===== src/sv/kwspc_pkg.sv =====
// ----------------------------------------------------------------------------
// kwspc_pkg
// Shared types, constants and helpers of the keyword posterior confidence core.
// ----------------------------------------------------------------------------
package kwspc_pkg;

  // Sizes
  localparam int MAX_KW       = 4;
  localparam int SMOOTH_DEPTH = 16;
  localparam int WINDOW_DEPTH = 64;
  localparam int POST_W       = 17;
  localparam int ROW_W        = 7;
  localparam int FRAME_W      = 16;
  localparam int TIME_W       = 18;
  localparam int ACC_W        = POST_W + $clog2(SMOOTH_DEPTH);
  localparam int RAW_AW       = $clog2(SMOOTH_DEPTH);
  localparam int WIN_AW       = $clog2(WINDOW_DEPTH);
  localparam int DP_DEPTH     = WINDOW_DEPTH + 1;
  localparam int DP_AW        = $clog2(DP_DEPTH);
  localparam int DIV_NW       = 33;
  localparam int DIV_DW       = 17;
  localparam int CFG_IDX_W    = 3;
  localparam int CFG_DATA_W   = 17;

  localparam logic [POST_W-1:0] Q_ONE = 17'h10000;

  typedef logic [POST_W-1:0] post_t;
  typedef logic [ROW_W-1:0]  row_t;
  typedef post_t [MAX_KW-1:0] kw_vec_t;
  typedef row_t  [MAX_KW-1:0] row_vec_t;

  typedef struct packed {
    row_vec_t row;
    kw_vec_t  score;
  } dp_word_t;

  // Configuration register indexes
  typedef enum logic [CFG_IDX_W-1:0] {
    CFG_NUM_KW    = 3'd0,
    CFG_SMOOTH    = 3'd1,
    CFG_MAX_WIN   = 3'd2,
    CFG_GAP_LIMIT = 3'd3,
    CFG_THRESHOLD = 3'd4
  } cfg_idx_t;

  // Datapath operations
  typedef enum logic [4:0] {
    OP_NONE, OP_ACCEPT, OP_ZERO, OP_SRD, OP_SACC, OP_SDGO, OP_SDWT, OP_SWR,
    OP_DRD, OP_DMUL, OP_DUPD, OP_BRD0, OP_BLAT0, OP_BRD, OP_BLAT, OP_BDGO,
    OP_BDWT, OP_RINIT, OP_RMID, OP_RPOW, OP_RCMP, OP_FIN
  } op_t;

  typedef struct packed {
    op_t op;
  } cmd_t;

  typedef struct packed {
    logic sm_last;
    logic lane_last;
    logic div_done;
    logic dp_last;
    logic nk_one;
    logic bt_last;
    logic root_open;
    logic pow_done;
    logic out_free;
  } stat_t;

  // Truncating Q1.16 product
  function automatic post_t qmul(post_t a, post_t b);
    logic [2*POST_W-1:0] pr;
    pr = (2*POST_W)'(a) * (2*POST_W)'(b);
    return pr[POST_W+15:16];
  endfunction

  // Clip a posterior to one
  function automatic post_t qsat(post_t v);
    return (v > Q_ONE) ? Q_ONE : v;
  endfunction

endpackage


===== src/sv/kwspc_ctrl.sv =====
// ----------------------------------------------------------------------------
// kwspc_ctrl
// Sequencer: walks one frame through smoothing, DP, backtrack and root.
// ----------------------------------------------------------------------------
module kwspc_ctrl (
  input  logic              clk,
  input  logic              rst,
  input  logic              in_valid,
  output logic              in_ready,
  input  kwspc_pkg::stat_t  stat,
  output kwspc_pkg::cmd_t   cmd
);

  typedef enum logic [4:0] {
    S_IDLE, S_ZERO, S_SRD, S_SACC, S_SDGO, S_SDWT, S_SWR, S_DRD, S_DMUL,
    S_DUPD, S_BRD0, S_BLAT0, S_BRD, S_BLAT, S_BDGO, S_BDWT, S_RINIT, S_RMID,
    S_RPOW, S_RCMP, S_FIN
  } state_t;

  state_t state;

  assign in_ready = (state == S_IDLE);

  // Command for the current state
  always_comb begin
    case (state)
      S_IDLE:  cmd.op = in_valid ? kwspc_pkg::OP_ACCEPT : kwspc_pkg::OP_NONE;
      S_ZERO:  cmd.op = kwspc_pkg::OP_ZERO;
      S_SRD:   cmd.op = kwspc_pkg::OP_SRD;
      S_SACC:  cmd.op = kwspc_pkg::OP_SACC;
      S_SDGO:  cmd.op = kwspc_pkg::OP_SDGO;
      S_SDWT:  cmd.op = kwspc_pkg::OP_SDWT;
      S_SWR:   cmd.op = kwspc_pkg::OP_SWR;
      S_DRD:   cmd.op = kwspc_pkg::OP_DRD;
      S_DMUL:  cmd.op = kwspc_pkg::OP_DMUL;
      S_DUPD:  cmd.op = kwspc_pkg::OP_DUPD;
      S_BRD0:  cmd.op = kwspc_pkg::OP_BRD0;
      S_BLAT0: cmd.op = kwspc_pkg::OP_BLAT0;
      S_BRD:   cmd.op = kwspc_pkg::OP_BRD;
      S_BLAT:  cmd.op = kwspc_pkg::OP_BLAT;
      S_BDGO:  cmd.op = kwspc_pkg::OP_BDGO;
      S_BDWT:  cmd.op = kwspc_pkg::OP_BDWT;
      S_RINIT: cmd.op = kwspc_pkg::OP_RINIT;
      S_RMID:  cmd.op = kwspc_pkg::OP_RMID;
      S_RPOW:  cmd.op = kwspc_pkg::OP_RPOW;
      S_RCMP:  cmd.op = kwspc_pkg::OP_RCMP;
      S_FIN:   cmd.op = stat.out_free ? kwspc_pkg::OP_FIN : kwspc_pkg::OP_NONE;
      default: cmd.op = kwspc_pkg::OP_NONE;
    endcase
  end

  // Advance through the frame
  always_ff @(posedge clk) begin
    if (rst) begin
      state <= S_IDLE;
    end else begin
      case (state)
        S_IDLE:  if (in_valid) state <= S_ZERO;
        S_ZERO:  state <= S_SRD;
        S_SRD:   state <= S_SACC;
        S_SACC:  state <= stat.sm_last ? S_SDGO : S_SRD;
        S_SDGO:  state <= S_SDWT;
        S_SDWT:  if (stat.div_done) state <= stat.lane_last ? S_SWR : S_SDGO;
        S_SWR:   state <= S_DRD;
        S_DRD:   state <= S_DMUL;
        S_DMUL:  state <= S_DUPD;
        S_DUPD:  state <= stat.dp_last ? S_BRD0 : S_DRD;
        S_BRD0:  state <= S_BLAT0;
        S_BLAT0: state <= stat.nk_one ? S_RINIT : S_BRD;
        S_BRD:   state <= S_BLAT;
        S_BLAT:  state <= S_BDGO;
        S_BDGO:  state <= S_BDWT;
        S_BDWT:  if (stat.div_done) state <= stat.bt_last ? S_RINIT : S_BRD;
        S_RINIT: state <= S_RMID;
        S_RMID:  state <= stat.root_open ? S_RPOW : S_FIN;
        S_RPOW:  if (stat.pow_done) state <= S_RCMP;
        S_RCMP:  state <= S_RMID;
        S_FIN:   if (stat.out_free) state <= S_IDLE;
        default: state <= S_IDLE;
      endcase
    end
  end

endmodule


===== config.mk =====
export PLATFORM = sky130hd
export DESIGN_NAME = kwspc_ctrl
export DESIGN_NICKNAME = d
export VERILOG_FILES = /design/src/sv/kwspc_pkg.sv /design/src/sv/kwspc_ctrl.sv
export SDC_FILE = /design/constraint.sdc
export NUM_CORES = 1
export LEC_CHECK = 0
export ABC_AREA = 1
export ABC_CLOCK_PERIOD_IN_PS = 1400
export BUFFER_PORTS_ARGS = -buffer_cell sky130_fd_sc_hd__buf_2
export CORE_MARGIN = 2
export CORE_UTILIZATION = 48
export CTS_BUF_LIST = sky130_fd_sc_hd__clkbuf_4 sky130_fd_sc_hd__clkbuf_8
export DETAILED_ROUTE_END_ITERATION = 12
export PLACE_DENSITY_LB_ADDON = 0.08
export SETUP_SLACK_MARGIN = 0.1
export SLEW_MARGIN = 20
export SYNTH_ARGS = -nofsm -noshare
export SYNTH_HDL_FRONTEND = slang
export SYNTH_SLANG_ARGS = --single-unit

===== constraint.sdc =====
create_clock -name clk -period 1.4 [get_ports clk]
set_clock_uncertainty 0.1 [all_clocks]
set_input_delay 0.28 -clock clk [delete_from_list [all_inputs] [get_ports clk]]
set_output_delay 0.28 -clock clk [all_outputs]
set_load 0.1 [all_outputs]

==> results of run 1 <==
[logic make-up after synthesis]
logic type	after synthesis	share of synthesized area (%)
buf+inv	21	13.7
compound gates	16	15.4
simple gates	76	55.7
flops	5	15.2
[Yosys cell counts, drive strengths merged]
cell     number
nand2        33
o21a          1
nand3         9
nand4         6
o2111ai       1
a2bb2oi       1
a21oi         6
o211ai        1
inv          18
o21ai         2
o21bai        2
nor2         24
buf           3
o22ai         1
nand3b        4
a211oi        1
dfxtp         5
[stage by stage]
step	cell area (um2)	hold slack (ns)	TNS, ns	worst slack (ns)
2_1_floorplan	709	0.242	-2.82	-1.13
3_3_place_gp	1110	0.392	-2.31	-0.296
3_5_place_dp	1110	0.395	-2.57	-0.341
==> impl_metrics.tcl, run 1 <==
set metrics [dict create \
    status "did not finish" \
    lastStage "clock tree synthesis (4_1_cts)" \
    stop_error "[ERROR DPL-0033] detailed placement checks failed during check placement." \
    synth_cell_types 22 \
    synth_top_area_share_pct 17.7 \
    synth_top_cells_by_area "nand2_1 18%, dfxtp_1 15%, nor2_1 10%" \
    syn_area_um2 658 \
    htree_levels 1 \
    cts_root_buf "clkbuf_4" \
    fp.dieW_um 41.0 \
    synth-seq-cells 5 \
    seq_area_frac_synth_pct 15.2 \
    start_util_pct 51.2 \
    die_y_um 41.0 \
    syn-num-nets 130 \
    syn_inst 118 \
    synth_top_area_cell "nand2_1" \
    hpwl_um 1890 \
    cts-hold-fix-buffers 0 \
    yosysWarnings 0 \
    cts_resized 42 \
    globalplace.congestion 0.885 \
    cts_max_path_buffers 2 \
    pin_count 18 \
    syn_avg_cell_area_um2 5.58 \
    cts_buffers 3 \
    dp_cells 178 \
    io_buffer_count 17 \
    fp-row-count 13 \
    cts.sinks 5 \
    cts_setup_buffers 2 \
]
==> inputs of run 2 (changes only) <==
==> config.mk (replaced) <==
export PLATFORM = sky130hd
export DESIGN_NAME = kwspc_ctrl
export DESIGN_NICKNAME = d
export VERILOG_FILES = /design/src/sv/kwspc_pkg.sv /design/src/sv/kwspc_ctrl.sv
export SDC_FILE = /design/constraint.sdc
export NUM_CORES = 1
export LEC_CHECK = 0
export ABC_AREA = 1
export ABC_CLOCK_PERIOD_IN_PS = 1800
export BUFFER_PORTS_ARGS = -buffer_cell sky130_fd_sc_hd__buf_2
export CORE_AREA = 2 2 63 65
export DETAILED_ROUTE_END_ITERATION = 12
export DIE_AREA = 0 0 65 67
export PLACE_DENSITY_LB_ADDON = 0.15
export SLEW_MARGIN = 20
export SYNTH_ARGS = -nofsm -noshare
export SYNTH_HDL_FRONTEND = slang
export SYNTH_SLANG_ARGS = --single-unit
==> constraint.sdc (replaced) <==
create_clock -name clk -period 1.8 [get_ports clk]
set_clock_uncertainty 0.1 [all_clocks]
set_input_delay 0.36 -clock clk [delete_from_list [all_inputs] [get_ports clk]]
set_output_delay 0.36 -clock clk [all_outputs]
set_load 0.1 [all_outputs]
==> impl_metrics.tcl, run 2 <==
set metrics [dict create \
    ys.flop_type "dfxtp_1" \
    layoutNonFillerInstCount 198 \
    rr_startpoint "state[1]$_SDFFE_PP0P_" \
    synthArstFlopShare_pct 0 \
    status "complete, but fails checks" \
    grt_pass1_vias 821 \
    cts.sinks 5 \
    setup-violations-final 3 \
    synth_edf_count 0 \
    diodes 0 \
    clk_latency_ns 0.22 \
    hold_viol 0 \
    start_util_pct 18.3 \
    cts_root_buf "clkbuf_8" \
    fp.dieW_um 65 \
    dieArea_mm2 0.00436 \
    nets 163 \
    period_minus_slack_ns 1.94 \
    max-vdd-ir-drop_mv 0.304 \
    vias 859 \
    finalCritPeriodShare_pct 108 \
    crit_fanout 5 \
    critical-path-max-stage-delay_ns 0.35 \
    rr_endpoint "state[4]$_SDFFE_PP0P_" \
    drt_pass1_iterations 4 \
    syn_avg_cell_area_um2 5.58 \
    critPathRequiredTime_ns 1.34 \
    path_cells "buf_12 > nor2_4 > nand2_2 > o22ai_2 > nor2_1 > o211ai_1 > clkbuf_16" \
    cts_buffers 3 \
    hold_class "in -> reg" \
    most-common-layout-cells "27 x nand2_1, 12 x nor2_1, 11 x inv_1, 11 x buf_2, 11 x buf_4" \
    seqCellArea_um2 119 \
    globalplace.congestion 0.790 \
    yosysWarnings 0 \
    cts_tree "done" \
    pin_count 18 \
    setup_ws_ns -0.138 \
    coreArea_mm2 0.00361 \
    slew_viol_final 0 \
    drive_gt1_share_pct 46.7 \
    multi_input_area_um2 532 \
    synth_top_area_share_pct 17.7 \
    cp_slowest_cell "dfxtp_4" \
    dp_cells 192 \
    synth-seq-cells 5 \
    largestRegisters "state (5)" \
    io_buffer_count 17 \
    grt_pass1_wl_um 3560 \
    final_common_cell "nand2_1" \
    htree_levels 1 \
    ant_nets 0 \
    dp_worst_setup_slack_ns 0.0525 \
    drc 0 \
    path_clk_slew_ns 0.04 \
    hpwl_um 1820 \
    hold-path-cell-count 2 \
    fillCellCount 386 \
    syn_inst 118 \
    violations "negative setup slack" \
    fp-row-count 22 \
    die_y_um 67 \
    path_class "reg -> out" \
    yosysMostFrequentCell "nand2_1" \
    fmax_mhz 516 \
    first_iter_violations 13 \
    cts_max_path_buffers 2 \
    synth_top_cells_by_area "nand2_1 18%, dfxtp_1 15%, nor2_1 10%" \
    syn-num-nets 130 \
    synth_common_cells "31 x nand2_1, 18 x nor2_1, 14 x inv_1" \
    synth_top_area_cell "nand2_1" \
    synth_cell_types 22 \
    min_to "state[2]$_SDFFE_PP0P_" \
    rrSetupSlack_ns 0.25 \
    grt-ovfl-total 0 \
    antenna_found_initial 0 \
    drv_cap 0 \
    largest-register "state" \
    largest_register_ffs 5 \
    worstSetupEndpointType "output port" \
    hold_start "rst" \
    start_kind "flip-flop" \
    syn_area_um2 658 \
    grt_max_degree 11 \
    setup_tns_ns -0.293 \
    grtUsageTotal_pct 10.5 \
    worst_pin_slew_ns 0.391 \
    critical_path_arrival_ns 1.48 \
    wirelength_um 2150 \
    r2r.worst_path.cells 9 \
    p_leak_nw 0.569 \
    area_delta_synth_final_pct 72.1 \
    power_density_mw_per_mm2 713 \
    relSlewSlack_pct 73.8 \
    rsz0062_at_grt "yes" \
    seq_area_frac_synth_pct 15.2 \
    wl_per_cell_um 10.8 \
    drt-vias-per-instance 4.34 \
]
-- run 2: how the worst max path moves through the flow --
stage,start,end,cells past startpoint
final,state[1]$_SDFFE_PP0P_,cmd[0],7
after global routing,state[1]$_SDFFE_PP0P_,cmd[0],7
after detailed placement,state[0]$_SDFFE_PP0P_,cmd[2],7
after floorplan,state[0]$_SDFFE_PP0P_,cmd[0],6
after CTS,state[0]$_SDFFE_PP0P_,cmd[0],7
after global placement,state[4]$_SDFFE_PP0P_,cmd[2],6
-- run 2: per-stage QoR --
stage	hold WS, ns	power [mW]	utilization, %	instance area (um2)
4_1_cts	0.270	0.795	30.0	1080
3_5_place_dp	0.499	0.575	27.9	1010
3_3_place_gp	0.492	0.579	27.9	1010
6_report	0.259	0.808	31.4	1130
2_1_floorplan	0.322	0.410	-	699
5_1_grt	0.266	0.861	31.4	1130
-- run 2: per-layer routing --
| layer | routed length, um | global-route usage, % | share of wire [%] |
|---|---|---|---|
| met1 | 968 | 12.2 | 45 |
| met3 | 104 | 1.86 | 4.8 |
| met4 | 0 | 2.39 | 0 |
| met2 | 1070 | 19.6 | 50 |
| met5 | 0 | 0 | 0 |
-- run 2: layout make-up --
type / count / share of cell area [%]
Multi-Input combinational cell: 92 / 47.0
Timing Repair Buffer: 31 / 27.0
Sequential cell: 5 / 10.5
Inverter: 18 / 6.19
Tap cell: 48 / 5.30
Clock buffer: 3 / 3.65
Clock inverter: 1 / 0.442
-- run 2: what timing repair did --
item	CTS	global route
setup buffers	1	1
pin swaps	4	6
resized for setup	8	16
hold buffers	0	0
endpoints found under the setup margin	5	5
-- run 2: power by group --
| part | switching, mW | internal (mW) | leakage [nW] |
|---|---|---|---|
| registers | 0.0116 | 0.117 | 0.0444 |
| logic | 0.285 | 0.189 | 0.499 |
| clock network | 0.0562 | 0.149 | 0.0255 |
| total | 0.353 | 0.455 | 0.569 |
-- run 2: cells by family (layout without fill, tap and decap cells) --
kind of cell	Yosys count	count (layout)	synth area share (%)
simple gates	76	76	55.7
compound gates	16	16	15.4
buf+inv	21	53	13.7
flops	5	5	15.2
-- run 2: critical path, delay by kind of cell, from the launching register on --
family,cells,cell delay [ns]
compound gates,2,0.26
buf+inv,2,0.38
flops,1,0.35
simple gates,3,0.26
(Power assumes the default switching activity.)
==> inputs of run 3 (changes only) <==
--- a/config.mk
+++ b/config.mk
@@ -5,7 +5,7 @@
 export SDC_FILE = /design/constraint.sdc
 export NUM_CORES = 1
 export LEC_CHECK = 0
-export ABC_AREA = 1
+export ABC_AREA = 0
 export ABC_CLOCK_PERIOD_IN_PS = 1800
 export BUFFER_PORTS_ARGS = -buffer_cell sky130_fd_sc_hd__buf_2
 export CORE_AREA = 2 2 63 65
==> impl_metrics.tcl, run 3 <==
set metrics [dict create \
    start_kind "flip-flop" \
    drive_gt1_share_pct 60.5 \
    syn_avg_cell_area_um2 7.87 \
    path_class "reg -> out" \
    synth_top_cells_by_area "dfxtp_1 15%, nand2b_1 5.7%, a21oi_1 4.6%" \
    worstSetupEndpointType "output port" \
    rrSetupSlack_ns 0.04 \
    cts.sinks 5 \
    rr_startpoint "state[1]$_SDFFE_PP0P_" \
    worst_pin_slew_ns 0.375 \
    nets 137 \
    setup_tns_ns -0.347 \
    syn_area_um2 653 \
    synthArstFlopShare_pct 0 \
    cts_max_path_buffers 2 \
    status "complete, but fails checks" \
    largest-register "state" \
    critical_path_arrival_ns 1.54 \
    power_mw 0.825 \
    synth_common_cells "6 x a21oi_1, 6 x nand2b_1, 5 x dfxtp_1, 5 x inv_1" \
    violations "negative setup slack" \
    clk_latency_ns 0.22 \
    crit_buf_inv 1 \
    critical-path-max-stage-delay_ns 0.40 \
    dieArea_mm2 0.00436 \
    grt_max_degree 14 \
    hold_class "in -> reg" \
    coreArea_mm2 0.00361 \
    cts_root_buf "clkbuf_8" \
    antenna_found_initial 0 \
    path_cells "or3b_4 > o22a_1 > o22ai_4 > buf_12" \
    postLayoutCoreUtil_pct 36.9 \
    min_to "state[0]$_SDFFE_PP0P_" \
    hold-path-cell-count 2 \
    crit_family "simple AND/OR/NAND/NOR gates" \
    rsz0062_at_grt "yes" \
    drv_cap 0 \
    slew_viol_final 0 \
    setup_ws_ns -0.200 \
    drt-vias-per-instance 4.71 \
    synth_edf_count 0 \
    start_util_pct 18.1 \
    globalplace.congestion 0.806 \
    relSlewSlack_pct 74.7 \
    ys.flop_type "dfxtp_1" \
    syn_inst 83 \
    htree_levels 1 \
    r2r.worst_path.cells 6 \
    grt-ovfl-total 0 \
    synth_top_area_cell "dfxtp_1" \
    vias 810 \
    p_leak_nw 0.482 \
    period_minus_slack_ns 2.00 \
    cp_slowest_cell "or3b_4" \
    synth_cell_types 43 \
    grt_pass1_wl_um 3980 \
    synth_top_area_share_pct 15.3 \
    largest_register_ffs 5 \
    yosysWarnings 0 \
    ant_nets 0 \
    grtUsageTotal_pct 11.9 \
    finalCritPeriodShare_pct 111 \
    drc 0 \
    path_clk_slew_ns 0.04 \
    area_delta_synth_final_pct 104 \
    cts_buffers 3 \
    hold_viol 0 \
    most-common-layout-cells "17 x buf_4, 11 x buf_2, 9 x buf_12, 6 x buf_6, 5 x inv_1" \
    die_y_um 67 \
    first_iter_violations 19 \
    drt_pass1_iterations 4 \
    hold_start "rst" \
    hpwl_um 1910 \
    seq_area_frac_synth_pct 15.3 \
    setup-violations-final 3 \
    grt_pass1_vias 779 \
    crit_fanout 3 \
    diodes 0 \
    max-vdd-ir-drop_mv 0.449 \
    rr_endpoint "state[0]$_SDFFE_PP0P_" \
    wirelength_um 2420 \
    final_common_cell "buf_4" \
    fp-row-count 22 \
    fmax_mhz 500 \
    cts_tree "done" \
    pin_count 18 \
    fp.dieW_um 65 \
    power_density_mw_per_mm2 620 \
    syn-num-nets 95 \
    synth-seq-cells 5 \
    wl_per_cell_um 14.1 \
    critPathRequiredTime_ns 1.34 \
    largestRegisters "state (5)" \
    io_buffer_count 17 \
]
-- run 3: cell count changes in the layout (fill, tap and decap cells not counted), sizes merged, moves of 3 or more --
cell    change
nand2      -30
buf        +14
nand4       -4
or3b        +3
inv        -13
nand2b      +6
nand3       -7
nand3b      -4
nor2       -21
-- run 3: area by class of cell --
| type | instances | area [um2] |
|---|---|---|
| sequential | 5 | 111 |
| clock buffer | 4 | 45.0 |
| inverter | 5 | 18.8 |
| fill | 376 | 2280 |
| timing repair buffer | 44 | 445 |
| multi-input combinational | 66 | 649 |
| tap | 48 | 60.1 |
-- run 3: worst register-to-register path: cells and delay by family (launching register included) --
kind                   cells  cell delay, ns
AND/OR/NAND/NOR            2            0.65
flip-flops                 1            0.33
AO/OA/AOI/OAI              2            0.33
buffers and inverters      2            0.29
-- run 3: where the power goes --
part / switching (mW) / internal, mW
logic: 0.276 / 0.216
registers: 0.00851 / 0.117
clock network: 0.0556 / 0.152
total: 0.340 / 0.485
-- run 3: kinds of logic after synthesis --
logic type	share of synthesized area, %
xor+xnor	4.02
flops	15.3
compound gates	37.0
mux	1.53
simple gates	32.4
buf+inv	9.77
-- run 3: through the flow --
step | area [um2] | worst slack (ns) | cells | hold slack [ns]
6_report | 1330 | -0.200 | 172 | 0.282
3_5_place_dp | 1130 | -0.0138 | 163 | 0.378
5_1_grt | 1330 | -0.239 | 172 | 0.297
4_1_cts | 1260 | -0.227 | 168 | 0.282
3_3_place_gp | 1130 | -0.00200 | 163 | 0.377
2_1_floorplan | 783 | -0.398 | 83 | 0.322
-- run 3: how the worst max path moves through the flow --
stage | slack, ns | to | depth (start not counted) | from
global route | -0.24 | cmd[2] | 4 | state[1]$_SDFFE_PP0P_
detailed placement | -0.01 | cmd[2] | 4 | state[0]$_SDFFE_PP0P_
floorplan | -0.40 | in_ready | 3 | state[3]$_SDFFE_PP0P_
finish | -0.20 | cmd[2] | 4 | state[1]$_SDFFE_PP0P_
CTS | -0.23 | cmd[2] | 4 | state[1]$_SDFFE_PP0P_
global placement | -0.002 | cmd[2] | 4 | state[0]$_SDFFE_PP0P_
-- run 3: per-layer routing --
metal,GRT usage [%],vias to the layer above,routed length (um),share of wire (%)
li1,-,403,-,-
met1,16.8,392,1230,51
met2,18.8,15,1120,46
met3,2.20,0,67,2.8
met4,2.39,0,0,0
met5,0,-,0,0
-- run 3: timing repair --
action / 4_1_cts / 5_1_grt
cloned: 0 / 0
endpoints found under the setup margin: 6 / 7
hold buffers: 0 / 0
pin swaps: 9 / 9
setup buffers: 2 / 6
resized for setup: 18 / 9
hold endpoints to repair: 0 / 0
